**config.mk**
```make
export PLATFORM = sky130hd
export DESIGN_NAME = line_pixel_generator_unit
export DESIGN_NICKNAME = d
export VERILOG_FILES = /design/src/lpg_pkg.sv /design/src/line_pixel_generator_unit.sv
export SDC_FILE = /design/constraint.sdc
export NUM_CORES = 1
export LEC_CHECK = 0
export ABC_AREA = 1
export BUFFER_PORTS_ARGS = -buffer_cell sky130_fd_sc_hd__buf_2
export CORE_MARGIN = 5
export CORE_UTILIZATION = 29
export CTS_CLUSTER_SIZE = 16
export DETAILED_ROUTE_END_ITERATION = 6
export GPL_TIMING_DRIVEN = 0
export PLACE_DENSITY_LB_ADDON = 0.25
export SYNTH_ARGS = -nofsm -noshare
export SYNTH_HDL_FRONTEND = slang
export SYNTH_SLANG_ARGS = --single-unit
```
**constraint.sdc**
```tcl
create_clock -name i_clk -period 7.5 [get_ports i_clk]
set_input_delay 0.375 -clock i_clk [delete_from_list [all_inputs] [get_ports i_clk]]
set_output_delay 0.375 -clock i_clk [all_outputs]
set_load 0.05 [all_outputs]
```
**src/lpg_pkg.sv**
```systemverilog
`timescale 1ns / 1ps
// ----------------------------------------------------------------------------
// lpg_pkg
// Widths, types, codes and helpers shared by the line pixel generator.
// ----------------------------------------------------------------------------
package lpg_pkg;

    localparam int COORD_WIDTH   = 16;
    localparam int SPAN_WIDTH    = COORD_WIDTH + 1;
    localparam int ERR_WIDTH     = COORD_WIDTH + 3;
    localparam int E2_WIDTH      = ERR_WIDTH + 1;
    localparam int DIM_WIDTH     = 13;
    localparam int PIX_WIDTH     = 12;
    localparam int INDEX_WIDTH   = 24;
    localparam int COLOUR_WIDTH  = 32;
    localparam int PROD_WIDTH    = PIX_WIDTH + DIM_WIDTH;
    localparam int CMP_WIDTH     = ((COORD_WIDTH > DIM_WIDTH) ? COORD_WIDTH : DIM_WIDTH) + 1;
    localparam int CFG_IDX_WIDTH = 1;

    localparam logic [DIM_WIDTH-1:0] SCREEN_MAX   = DIM_WIDTH'(4096);
    localparam logic [DIM_WIDTH-1:0] WIDTH_RESET  = DIM_WIDTH'(640);
    localparam logic [DIM_WIDTH-1:0] HEIGHT_RESET = DIM_WIDTH'(480);

    // Input word kinds
    localparam logic KIND_LOAD    = 1'b0;
    localparam logic KIND_ADVANCE = 1'b1;

    // Configuration register indexes
    localparam logic [CFG_IDX_WIDTH-1:0] CFG_SCREEN_WIDTH  = CFG_IDX_WIDTH'(0);
    localparam logic [CFG_IDX_WIDTH-1:0] CFG_SCREEN_HEIGHT = CFG_IDX_WIDTH'(1);

    typedef logic signed [COORD_WIDTH-1:0] t_coord;
    typedef logic signed [SPAN_WIDTH-1:0]  t_span;
    typedef logic signed [ERR_WIDTH-1:0]   t_err;
    typedef logic signed [E2_WIDTH-1:0]    t_e2;
    typedef logic signed [CMP_WIDTH-1:0]   t_cmp;
    typedef logic [DIM_WIDTH-1:0]          t_dim;
    typedef logic [PIX_WIDTH-1:0]          t_pix;

    // Zero counts as 1, anything above the screen maximum as the maximum
    function automatic t_dim eff_bound(input t_dim b);
        t_dim r;
        if (b == '0) begin
            r = DIM_WIDTH'(1);
        end else if (b > SCREEN_MAX) begin
            r = SCREEN_MAX;
        end else begin
            r = b;
        end
        return r;
    endfunction

    function automatic t_pix clamp_coord(input t_coord v, input t_dim bound);
        t_cmp v_c;
        t_cmp b_c;
        t_pix r;
        v_c = CMP_WIDTH'(v);
        b_c = CMP_WIDTH'($signed({1'b0, bound}));
        if (v_c < 0) begin
            r = '0;
        end else if (v_c >= b_c) begin
            r = PIX_WIDTH'(bound - 1'b1);
        end else begin
            r = PIX_WIDTH'(v_c);
        end
        return r;
    endfunction

endpackage

```
**src/line_pixel_generator_unit.sv**
```systemverilog
`timescale 1ns / 1ps
// ----------------------------------------------------------------------------
// line_pixel_generator_unit
// Bresenham line engine: load a line, then emit one clamped pixel per advance while a line is active.
// ----------------------------------------------------------------------------
//  channel  | direction | handshake                | payload
//  ---------+-----------+--------------------------+---------------------------
//  in       | input     | i_in_valid / o_in_ready  | kind, end points, colour
//  out      | output    | o_out_valid / i_out_ready| pixel x, y, index, colour, last
//  cfg      | input     | i_cfg_valid / o_cfg_ready| register index, data
//
//  One word per clock while o_in_ready is high. Line state updates in the
//  accept cycle; a pixel passes a clamp register and then a multiply-add
//  register before it appears. Reset (synchronous) leaves the engine idle,
//  width 640, height 480. A stalled output holds the pipe; input is still
//  taken while the clamp stage has room.
module line_pixel_generator_unit
    import lpg_pkg::*;
(
    input  logic                     i_clk,
    input  logic                     i_rst_n,

    input  logic                     i_cfg_valid,
    output logic                     o_cfg_ready,
    input  logic [CFG_IDX_WIDTH-1:0] i_cfg_index,
    input  logic [DIM_WIDTH-1:0]     i_cfg_data,

    input  logic                     i_in_valid,
    output logic                     o_in_ready,
    input  logic                     i_kind,
    input  logic signed [COORD_WIDTH-1:0] i_start_x,
    input  logic signed [COORD_WIDTH-1:0] i_start_y,
    input  logic signed [COORD_WIDTH-1:0] i_end_x,
    input  logic signed [COORD_WIDTH-1:0] i_end_y,
    input  logic [COLOUR_WIDTH-1:0]  i_line_colour,

    output logic                     o_out_valid,
    input  logic                     i_out_ready,
    output logic [PIX_WIDTH-1:0]     o_pixel_x,
    output logic [PIX_WIDTH-1:0]     o_pixel_y,
    output logic [INDEX_WIDTH-1:0]   o_pixel_index,
    output logic [COLOUR_WIDTH-1:0]  o_pixel_colour,
    output logic                     o_last_pixel
);

    // configuration, held as effective bounds
    t_dim r_eff_w;
    t_dim r_eff_h;

    // line state
    logic   r_active;
    t_coord r_cur_x, r_cur_y, r_stop_x, r_stop_y;
    t_span  r_span_x, r_span_y_neg;
    logic   r_dir_x_neg, r_dir_y_neg;
    t_err   r_err;
    logic [COLOUR_WIDTH-1:0] r_colour;

    t_coord n_cur_x, n_cur_y;
    t_err   n_err;

    // clamp stage
    logic   r_s1_valid;
    t_pix   r_s1_px, r_s1_py;
    logic   r_s1_last;
    logic [COLOUR_WIDTH-1:0] r_s1_colour;

    // output stage
    logic   r_out_valid;

    logic   w_s2_free, w_in_acc, w_load, w_adv;
    t_e2    w_e2;
    logic   w_go_x, w_go_y, w_x_end, w_y_end, w_last;
    t_span  w_dx, w_dy;
    logic [PROD_WIDTH-1:0] w_prod, w_sum;

    assign o_cfg_ready = 1'b1;

    assign w_s2_free  = !r_out_valid || i_out_ready;
    assign o_in_ready = !r_s1_valid || w_s2_free;
    assign w_in_acc   = i_in_valid && o_in_ready;
    assign w_load     = w_in_acc && (i_kind == KIND_LOAD);
    assign w_adv      = w_in_acc && (i_kind == KIND_ADVANCE) && r_active;

    // one error step
    assign w_e2    = {r_err, 1'b0};
    assign w_go_x  = w_e2 >= E2_WIDTH'(r_span_y_neg);
    assign w_x_end = w_go_x && (r_cur_x == r_stop_x);
    assign w_go_y  = !w_x_end && (w_e2 <= E2_WIDTH'(r_span_x));
    assign w_y_end = w_go_y && (r_cur_y == r_stop_y);
    assign w_last  = w_x_end || w_y_end;

    always_comb begin
        n_err   = r_err;
        n_cur_x = r_cur_x;
        n_cur_y = r_cur_y;
        if (w_go_x && !w_x_end) begin
            n_err   = n_err + ERR_WIDTH'(r_span_y_neg);
            n_cur_x = r_dir_x_neg ? r_cur_x - 1'b1 : r_cur_x + 1'b1;
        end
        if (w_go_y && !w_y_end) begin
            n_err   = n_err + ERR_WIDTH'(r_span_x);
            n_cur_y = r_dir_y_neg ? r_cur_y - 1'b1 : r_cur_y + 1'b1;
        end
    end

    assign w_dx = SPAN_WIDTH'(i_start_x) - SPAN_WIDTH'(i_end_x);
    assign w_dy = SPAN_WIDTH'(i_start_y) - SPAN_WIDTH'(i_end_y);

    always_ff @(posedge i_clk) begin
        if (!i_rst_n) begin
            r_eff_w <= WIDTH_RESET;
            r_eff_h <= HEIGHT_RESET;
        end else if (i_cfg_valid) begin
            unique case (i_cfg_index)
                CFG_SCREEN_WIDTH:  r_eff_w <= eff_bound(i_cfg_data);
                CFG_SCREEN_HEIGHT: r_eff_h <= eff_bound(i_cfg_data);
                default: ;
            endcase
        end
    end

    always_ff @(posedge i_clk) begin
        if (!i_rst_n) begin
            r_active <= 1'b0;
        end else if (w_load) begin
            r_active <= 1'b1;
        end else if (w_adv && w_last) begin
            r_active <= 1'b0;
        end
    end

    always_ff @(posedge i_clk) begin
        if (w_load) begin
            r_cur_x      <= i_start_x;
            r_cur_y      <= i_start_y;
            r_stop_x     <= i_end_x;
            r_stop_y     <= i_end_y;
            r_span_x     <= (w_dx < 0) ? -w_dx : w_dx;
            r_span_y_neg <= (w_dy < 0) ? w_dy : -w_dy;
            r_dir_x_neg  <= !(i_start_x < i_end_x);
            r_dir_y_neg  <= !(i_start_y < i_end_y);
            r_err        <= ERR_WIDTH'((w_dx < 0) ? -w_dx : w_dx)
                          + ERR_WIDTH'((w_dy < 0) ? w_dy : -w_dy);
            r_colour     <= i_line_colour;
        end else if (w_adv) begin
            r_cur_x <= n_cur_x;
            r_cur_y <= n_cur_y;
            r_err   <= n_err;
        end
    end

    // clamp stage
    always_ff @(posedge i_clk) begin
        if (!i_rst_n) begin
            r_s1_valid <= 1'b0;
        end else if (o_in_ready) begin
            r_s1_valid <= w_adv;
        end
    end

    always_ff @(posedge i_clk) begin
        if (w_adv) begin
            r_s1_px     <= clamp_coord(r_cur_x, r_eff_w);
            r_s1_py     <= clamp_coord(r_cur_y, r_eff_h);
            r_s1_last   <= w_last;
            r_s1_colour <= r_colour;
        end
    end

    // row index: y times stride plus x
    assign w_prod = PROD_WIDTH'(r_s1_py) * PROD_WIDTH'(r_eff_w);
    assign w_sum  = w_prod + PROD_WIDTH'(r_s1_px);

    always_ff @(posedge i_clk) begin
        if (!i_rst_n) begin
            r_out_valid <= 1'b0;
        end else if (w_s2_free) begin
            r_out_valid <= r_s1_valid;
        end
    end

    always_ff @(posedge i_clk) begin
        if (w_s2_free && r_s1_valid) begin
            o_pixel_x      <= r_s1_px;
            o_pixel_y      <= r_s1_py;
            o_pixel_index  <= w_sum[INDEX_WIDTH-1:0];
            o_pixel_colour <= r_s1_colour;
            o_last_pixel   <= r_s1_last;
        end
    end

    assign o_out_valid = r_out_valid;

`ifndef SYNTH
    a_idle_adv_silent: assert property (@(posedge i_clk) disable iff (!i_rst_n)
        (w_in_acc && (i_kind == KIND_ADVANCE) && !r_active) |=> !r_s1_valid)
        else $error("advance while idle produced a pixel");

    a_adv_makes_pixel: assert property (@(posedge i_clk) disable iff (!i_rst_n)
        w_adv |=> r_s1_valid)
        else $error("active advance lost its pixel");

    a_last_goes_idle: assert property (@(posedge i_clk) disable iff (!i_rst_n)
        (w_adv && w_last && !w_load) |=> !r_active)
        else $error("engine still active after last pixel");

    a_x_in_screen: assert property (@(posedge i_clk) disable iff (!i_rst_n)
        r_out_valid |-> (DIM_WIDTH'(o_pixel_x) < r_eff_w && DIM_WIDTH'(o_pixel_y) < r_eff_h))
        else $error("pixel outside the screen");

    a_index_match: assert property (@(posedge i_clk) disable iff (!i_rst_n)
        r_out_valid |-> (PROD_WIDTH'(o_pixel_index) ==
                         PROD_WIDTH'(o_pixel_y) * PROD_WIDTH'(r_eff_w)
                         + PROD_WIDTH'(o_pixel_x)))
        else $error("pixel index does not match coordinates");
`endif

endmodule
```
# == Word-level counts from Yosys, hierarchy flattened ==
# Cells that the tools add are included.
# word_totals
ramBits,0
wordCells,107
romBits,0
ff_bits,318
latchBits,0
in_bits,116
memories,0
# classes
n_div,0
n_bitwise,2
n_eq_ne,2
n_mux,22
n_lt_le_gt_ge,11
reduce_logical,29
add_sub_neg,16
shift,0
mul,1
# ops
operator,n
2-to-1 mux 16 bit,8
2-to-1 mux 19 bit,6
adder 19 x 17 -> 19 bit,2
negator 17 -> 19 bit,2
less-than comparator 17 x 1 -> 1 bit (second input constant),2
2-to-1 mux 17 bit,2
negator 17 bit,2
subtractor 16 x 16 -> 17 bit,2
adder 16 x 1 -> 16 bit (second input constant),2
equality test 16 bit,2
greater-or-equal comparator 16 x 14 -> 1 bit,2
less-than comparator 16 x 1 -> 1 bit (second input constant),2
less-than comparator 16 bit,2
subtractor 16 x 1 -> 16 bit (second input constant),2
2-to-1 mux 13 bit,2
adder 24 x 12 -> 24 bit,1
multiplier 12 x 13 -> 24 bit,1
2-to-1 mux 12 bit,2
subtractor 12 x 1 -> 12 bit (second input constant),2
greater-or-equal comparator 20 x 17 -> 1 bit,1
less-or-equal comparator 20 x 17 -> 1 bit,1
adder 19 bit,1
> comparator 13 bit (second input constant),1
zero test 13 bit,1
7 further kinds,32

# == Logic depth before layout (Yosys ltp) ==
# Gate-level depths: netlist of the first run.
# depth
ltp_word,10
depth_mapped,32
mapped_depth_nobuf,31

# == Worst setup path before layout of the first run ==
# No wires, ideal clock.
# synth_timing
path_kind,flip-flop to flip-flop
start,"register r_out_valid, in the netlist o_out_valid"
end,register r_cur_y[0] (enable)
period_less_slack_ps,5627
path_slack_ps,1873
path_stages_with_launch,8
setup_time_ps,411
t_arrival_ps,5216
cell_sequence,dfxtp_1 -> nand3_1 -> nand2_1 -> inv_1 -> nand2_1 -> nor2_1 -> inv_1 -> o21ai_0
# synth_between
elab_chain_len,8
elab_cells_between_ends,10
# synth_rtl
item,line,source
"start, declared",line_pixel_generator_unit.sv:68,logic r_out_valid;
"start signal, assigned",line_pixel_generator_unit.sv:178,r_out_valid <= r_s1_valid;
zero test 1 bit,line_pixel_generator_unit.sv:78,assign w_s2_free = !r_out_valid || i_out_ready;
logical OR 1 bit,line_pixel_generator_unit.sv:78,
logical OR 1 bit,line_pixel_generator_unit.sv:79,assign o_in_ready = !r_s1_valid || w_s2_free;
net o_in_ready,line_pixel_generator_unit.sv:29,"output logic o_in_ready,"
logical AND 1 bit,line_pixel_generator_unit.sv:80,assign w_in_acc = i_in_valid && o_in_ready;
logical AND 1 bit (2 in a row),line_pixel_generator_unit.sv:82,assign w_adv = w_in_acc && (i_kind == KIND_ADVANCE) && r_active;
net w_adv,line_pixel_generator_unit.sv:70,"logic w_s2_free, w_in_acc, w_load, w_adv;"
nonzero test 2 bit (no source line),-,
AND reduction 2 bit (no source line),-,
"end signal, assigned",line_pixel_generator_unit.sv:135,r_cur_y <= i_start_y;
"end signal, assigned",line_pixel_generator_unit.sv:147,r_cur_y <= n_cur_y;
"end, declared",line_pixel_generator_unit.sv:52,"t_coord r_cur_x, r_cur_y, r_stop_x, r_stop_y;"
# The timed path passes the listed nets, and every way through them passes these cells.
# A chain may end at the register's enable or synchronous reset.

# == Worst setup path in the final report of the first run ==
# layout_timing
start,register r_s1_py[1]
end,"register o_pixel_index[14], data pin"
# layout_between
elab_chain_len,2
# layout_rtl
item,line,source
"start, declared",line_pixel_generator_unit.sv:63,"t_pix r_s1_px, r_s1_py;"
"start signal, assigned",line_pixel_generator_unit.sv:164,"r_s1_py <= clamp_coord(r_cur_y, r_eff_h);"
multiplier 12 x 13 -> 24 bit,line_pixel_generator_unit.sv:171,assign w_prod = PROD_WIDTH'(r_s1_py) * PROD_WIDTH'(r_eff_w);
adder 24 x 12 -> 24 bit,line_pixel_generator_unit.sv:172,assign w_sum = w_prod + PROD_WIDTH'(r_s1_px);
net w_sum[14],line_pixel_generator_unit.sv:74,"logic [PROD_WIDTH-1:0] w_prod, w_sum;"
"end signal, assigned",line_pixel_generator_unit.sv:186,o_pixel_index <= w_sum[INDEX_WIDTH-1:0];
"end, declared",line_pixel_generator_unit.sv:41,"output logic [INDEX_WIDTH-1:0] o_pixel_index,"
# The timed path passes the listed nets, and every way through them passes these cells.

==> run summary, run 1 <==
Slew margin rel. -> 0.2972
Detailed placer's ending HPWL -> 65.25 mm
Via density -> 4.610
Post-synthesis net count -> 3,619
Reg-to-Reg End -> o_pixel_index[14]
P_leak -> 14.83 nW
Worst Hold Class -> input port to flop
Cell Area, Synth -> 26,020 sq um
Clock sink total -> 318
Port Buffers -> 198
Io pins -> 200
Worst-margin pin slew -> 1.052 ns
H-tree depth -> 2
Fin Setup TNS -> 0 ns
Post-synthesis xor/xnor area fraction -> 0.04679
Die area -> 95,820 sq um
TritonCTS Buffers -> 41
Initial antenna violation count -> 3
Status -> finished clean
Root buffer cell -> clkbuf_16
Min cycle time layout -> 5.739 ns
Vias in the first global route -> 20,960
Number of max-cap violations -> 0
Hold WS -> 0.03241 ns
Largest net degree at the start of global routing -> 38
Gr usage total -> 0.1639
First-pass iteration count of the detailed router -> 5
EDFF count, synth -> 289
Final Hold Fails -> 0
Crit path launch type -> flop
Async SR Flop Fraction -> 0
Worst Hold Launch -> i_end_y[8]
Clk_skew -> 0.01863 ns
Worst Hold Path EP -> r_stop_y[8]
RSZ-0062 raised after global routing -> false
First-pass GRT wire length -> 121.2 mm
Mean Syn Cell Area -> 8.334 sq um
Max-slew violations -> 0
1st-iter DRT viols -> 1,261
Per-cell routed wire length -> 17.20 um
Post-synth cell types -> 51
Synth area leaders -> edfxtp_1, ha_1, nand2_1
Hold path cells -> 1
Clock latency at the later pin of the worst-skew pair -> 0.59 ns
Area Growth Syn to Fin -> 17.18%
CP Max Fanout -> 10
Synthesis warning total -> 0
Sequential-to-total area share from yosys stat -> 0.3558
Synth Area in Adders -> 0.2198
Die Y -> 309.5 um
Synth Instances -> 3,122
Routed wire length -> 79.50 mm
Max Clk Rate -> 0.1743 GHz
Setup crit end kind -> flop
Max VDD drop -> 0.1447 mV
Nets@finish -> 3,921
Clock slew at reported path FFs -> 0.06 ns
Core Box Area -> 88,780 sq um
Mux share of post-synthesis cell area -> 0
Cell taking the most area after synthesis -> edfxtp_1
Worst reg2reg setup slack -> 1.76 ns
Fillers -> 9,343
Tcrit/Tclk final -> 0.7651
Critical Path RT -> 7.81 ns
Synth Area in Compound Gates -> 0.08103
Finished Layout Cells -> 4,621
Die Wd -> 309.5 um
Reg-to-Reg Start -> r_s1_py[1]
Power per standard cell area -> 304.3 nW/um^2
Final ANT Viol Nets -> 0
Rows -> 109
Crit path DAT -> 6.05 ns
Global route overflow -> 0
Drc violations -> 0
Post-CTS Repair Setup Buffers -> 0
Post-synthesis register bit count -> 318
Via count -> 21,302
Ys flop type -> edfxtp_1
Cell count after placement -> 4,494
CTS tree -> done
Gpl congestion -> 0.8903
Reg2Reg Depth -> 18
Setup-failing EPs final -> 0
Simple-Gate Fraction of Synth Area -> 0.2070
Largest family of logic cells by synthesized area -> adder cells
Post-synth top area share -> 0.3335
Max Root-Sink Buffers -> 3
Share of layout cells above drive strength 1 -> 0.09407
Starting Density -> 0.2931
Critical path class -> flop to flop
-- cell usage after synthesis, types with 14 or more instances --
cell type,number
edfxtp_1,289
fa_1,127
nor3_1,21
dfxtp_1,29
ha_1,254
nor2_1,175
nand3_1,171
inv_1,543
or2_2,14
nand4_1,42
xor2_1,86
o21ai_0,119
a21oi_1,199
clkbuf_1,44
xnor2_1,53
nand2_1,822
-- per-layer routing --
metal  vias up  global-route usage  share of wire
met5         -                   0              0
met4         0             0.04855          0.031
met3       122             0.02935          0.057
met2       469              0.2771           0.46
met1      9948              0.2159           0.45
li1      10763                   -              -
-- final cells by class --
type | count | area (sq um) | area share
diodes | 1 | 2.502 | 0.00008207
clock inverters | 30 | 250.2 | 0.008207
plain buffers | 60 | 274.0 | 0.008987
repair buffers | 259 | 1694 | 0.05556
well taps | 1165 | 1458 | 0.04781
flip-flops and latches | 318 | 9259 | 0.3037
clock buffers | 44 | 1037 | 0.03402
multi-input cells | 2198 | 14470 | 0.4744
inverters | 546 | 2049 | 0.06722
-- layout by cell type, fill, tap and decap left out, types with 86 or more instances in the layout --
master,n
nand3_1,171
nand2_1,822
nor2_1,174
ha_1,254
buf_2,207
edfxtp_1,289
inv_1,543
o21ai_0,117
xor2_1,86
a21oi_1,198
fa_1,127
-- registers in the layout, summed over array words and instances (netlist names), 17 cells and up --
signal,cells
o_pixel_colour,32
r_s1_colour,32
r_err,19
r_span_y_neg,17
r_colour,32
o_pixel_index,24
r_span_x,17
-- through the flow --
step / setup WS (ns) / area [sq um] / total power [mW] / util
final: 1.761 / 30490 / 9.277 / 0.3434
after global routing: 1.383 / 30490 / 10.11 / 0.3434
after CTS: 1.731 / 30490 / 9.346 / 0.3434
after detailed placement: 1.752 / 28680 / 7.322 / 0.3230
after global placement: -0.9928 / 28470 / 7.314 / 0.3207
after floorplan: 1.873 / 26020 / 6.059 / -
-- where the power goes --
group | internal (mW) | switching, mW | total, mW
sequential | 2.25 | 0.184 | 2.43
combinational | 1.80 | 3.12 | 4.92
clock | 1.08 | 0.843 | 1.92
total | 5.13 | 4.15 | 9.28
-- worst max-delay path, stage by stage, from the launching register on --
cell      delay, ns
edfxtp_1       0.55
clkbuf_1       0.45
nand2_1        0.15
fa_1           0.53
inv_1          0.05
fa_1           0.51
fa_1           0.53
inv_1          0.05
fa_1           0.46
fa_1           0.54
inv_1          0.04
ha_1           0.37
nand2_1        0.07
o21ai_0        0.45
inv_1          0.11
nor3_1         0.19
nor2_1         0.10
o21ai_0        0.23
xor2_1         0.10
-- worst max-delay path by stage --
stage | startpoint | to | slack [ns] | cells past startpoint
6_report | r_s1_py[1] | o_pixel_index[14] | 1.76 | 18
5_1_grt | r_eff_w[2] | o_pixel_index[21] | 1.38 | 21
4_1_cts | r_s1_py[1] | o_pixel_index[14] | 1.73 | 18
3_5_place_dp | r_s1_py[1] | o_pixel_index[20] | 1.75 | 19
3_3_place_gp | i_out_ready | r_cur_y[12] | -0.99 | 9
2_1_floorplan | o_out_valid | r_cur_y[0] | 1.87 | 7
-- cells by family (layout without fill, tap and decap cells) --
group                      after synthesis  after routing
AOI/OAI and AO/OA                      389            389
buffers and inverters                  606            939
and+or+nand+nor                       1287           1287
adders and majority gates              381            381
xor gates and xnor gates               139            139
DFF                                    318            318
other                                    2              3
-- what timing repair did --
action,in CTS,in global routing
setup endpoints to repair,0,0
resized for setup,0,0
endpoints found under the hold margin,52,0
hold buffers,52,0
Power figures use the tool's default switching activity.
==> inputs of run 2 (changes only) <==
- clock period: 7.5 -> 5.61 ns (I/O delays scaled with it)
==> run 2 against run 1 <==
  * Routed wire length is essentially flat
  * Highest routed layer unchanged
  * Largest power group unchanged
  * Clock power grew 40%
  * Die area is the same
  * Largest cell class unchanged
==> run summary, run 2 (synthesis gave the netlist of run 1 again) <==
First-pass iteration count of the detailed router -> 5 (unchanged)
Largest registers -> o_pixel_colour x32, r_colour x32, r_s1_colour x32 (unchanged)
GR Util met2 -> 0.2755 (was 0.2771)
Max-slew violations -> 0 (unchanged)
CP Max Fanout -> 10 (unchanged)
Via count -> 21,475 (was 21,302)
Drc violations -> 0 (unchanged)
First-pass GRT wire length -> 120.7 mm (was 121.2 mm)
Final Power -> 12.53 mW (was 9.277 mW)
Die area -> 95,820 sq um (unchanged)
H-tree depth -> 2 (unchanged)
Largest net degree at the start of global routing -> 37 (was 38)
Detailed placer's ending HPWL -> 65.13 mm (was 65.25 mm)
Setup crit end kind -> flop (unchanged)
Final Hold Fails -> 0 (unchanged)
Power per standard cell area -> 404.3 nW/um^2 (was 304.3 nW/um^2)
Routed wire length -> 79.51 mm (was 79.50 mm)
Fin area -> 30,990 sq um (was 30,490 sq um)
Worst Hold Class -> input port to flop (unchanged)
Crit path launch type -> flop (unchanged)
Min cycle time layout -> 5.419 ns (was 5.739 ns)
Gpl congestion -> 0.8770 (was 0.8903)
Max Clk Rate -> 0.1846 GHz (was 0.1743 GHz)
Crit path DAT -> 5.74 ns (was 6.05 ns)
Post-DP Area -> 28,670 sq um (was 28,680 sq um)
Core Box Area -> 88,780 sq um (unchanged)
P_leak -> 15.13 nW (was 14.83 nW)
Met1 Usage GRT -> 0.2169 (was 0.2159)
Clock latency at the later pin of the worst-skew pair -> 0.60 ns (was 0.59 ns)
Antenna Cells -> 0 (was 1)
Worst reg2reg setup slack -> 0.19 ns (was 1.76 ns)
Status -> finished clean (unchanged)
Vias in the first global route -> 21,041 (was 20,960)
CP Launch Point -> r_s1_py[5] (was r_s1_py[1])
Leading cell type in the layout, fill and taps excluded -> nand2_1 (unchanged)
Die Y -> 309.5 um (unchanged)
Gr usage total -> 0.1628 (was 0.1639)
Worst Hold Path EP -> r_cur_x[9] (was r_stop_y[8])
Critical Path RT -> 5.93 ns (was 7.81 ns)
Fin Setup TNS -> 0 ns (unchanged)
Critical path class -> flop to flop (unchanged)
Die Wd -> 309.5 um (unchanged)
Root buffer cell -> clkbuf_16 (unchanged)
CTS tree -> done (unchanged)
Tcrit/Tclk final -> 0.9659 (was 0.7651)
Setup ws final -> 0.1914 ns (was 1.761 ns)
Rows -> 109 (unchanged)
Clock sink total -> 318 (unchanged)
Global route overflow -> 0 (unchanged)
Final ANT Viol Nets -> 0 (unchanged)
Via density -> 4.608 (was 4.610)
Reg2Reg Depth -> 18 (unchanged)
1st-iter DRT viols -> 1,193 (was 1,261)
Port Buffers -> 198 (unchanged)
Fillers -> 9,340 (was 9,343)
Share of layout cells above drive strength 1 -> 0.1050 (was 0.09407)
RSZ-0062 raised after global routing -> false (unchanged)
Commonest cells after routing, fill and taps aside -> nand2_1, inv_1, edfxtp_1 (unchanged)
TritonCTS Buffers -> 42 (was 41)
Hold path cells -> 3 (was 1)
Grt peak-use layer -> met2 (unchanged)
Place WS -> -0.1772 ns (was 1.752 ns)
Reg-to-Reg Start -> r_s1_py[5] (was r_s1_py[1])
Max VDD drop -> 0.2378 mV (was 0.1447 mV)
Number of max-cap violations -> 0 (unchanged)
Setup-failing EPs final -> 0 (unchanged)
Met3 Usage GRT -> 0.02266 (was 0.02935)
Io pins -> 200 (unchanged)
Nets@finish -> 3,959 (was 3,921)
Reg-to-Reg End -> o_pixel_index[17] (was o_pixel_index[14])
Worst-margin pin slew -> 1.034 ns (was 1.052 ns)
Starting Density -> 0.2931 (unchanged)
Clock slew at reported path FFs -> 0.06 ns (about the same)
Area Growth Syn to Fin -> 19.09% (was 17.18%)
Per-cell routed wire length -> 17.06 um (was 17.20 um)
Worst Hold Launch -> i_start_x[9] (was i_end_y[8])
Slew margin rel. -> 0.3090 (was 0.2972)
Clk_skew -> 0.02779 ns (was 0.01863 ns)
Max Root-Sink Buffers -> 3 (unchanged)
Initial antenna violation count -> 3 (unchanged)
[run 2: final cells by class]
| type | count | area (sq um) | share of cell area |
|---|---|---|---|
| Buffer | 56 | 304.0 | 0.009812 |
| Clock buffer | 51 | 1115 | 0.03598 |
| Clock inverter | 26 | 249.0 | 0.008036 |
| Inverter | 546 | 2049 | 0.06614 |
| Multi-Input combinational cell | 2198 | 14470 | 0.4669 |
| Sequential cell | 318 | 9263 | 0.2989 |
| Tap cell | 1165 | 1458 | 0.04704 |
| Timing Repair Buffer | 300 | 2079 | 0.06711 |
[run 2: how the worst max path moves through the flow]
stage	slack, ns	depth (start not counted)	end
after global routing	0.002	20	o_pixel_index[22]
after detailed placement	-0.18	19	o_pixel_index[20]
after floorplan	0.55	1	o_last_pixel
after CTS	0.007	19	o_pixel_index[21]
after global placement	-2.06	9	r_cur_x[11]
final	0.19	18	o_pixel_index[17]
[run 2: per-stage QoR]
stage               utilization  hold WS (ns)  cells
finish                   0.3490       0.02952   4660
floorplan                     -        0.3794   3122
detailed placement       0.3229        0.4045   4494
global route             0.3490       0.02234   4660
global placement         0.3207        0.4004   4485
CTS                      0.3469      0.001710   4644
[run 2: routing by layer]
| layer | up-vias | part of all wire |
|---|---|---|
| met5 | - | 0 |
| met4 | 0 | 0.032 |
| met3 | 119 | 0.048 |
| met2 | 478 | 0.47 |
| met1 | 10058 | 0.45 |
| li1 | 10820 | - |
[run 2: power breakdown]
part | total (mW) | internal (mW) | switching (mW)
Clock | 2.69 | 1.57 | 1.12
Combinational | 6.59 | 2.43 | 4.16
Sequential | 3.25 | 3.00 | 0.249
Total | 12.5 | 7.00 | 5.53
[run 2: worst max-delay path, cell delays in order, from the launching register on]
cell and delay [ns]:
edfxtp_1 0.52, buf_2 0.30, nand2_1 0.11, fa_1 0.59
fa_1 0.45, fa_1 0.49, inv_1 0.05, fa_1 0.53
inv_1 0.05, fa_1 0.53, inv_1 0.04, ha_1 0.36
nand2_1 0.07, nor2_1 0.26, a21oi_1 0.16, o21ai_0 0.29
nand4_1 0.13, o211ai_1 0.13, xor2_1 0.09
[run 2: what timing repair did]
action / CTS / global route
endpoints found under the setup margin: 6 / 10
buffers inserted: 0 / 17
endpoints found under the hold margin: 78 / 0
resized for setup: 11 / 48
hold buffers: 76 / 0
gates cloned: 0 / 0
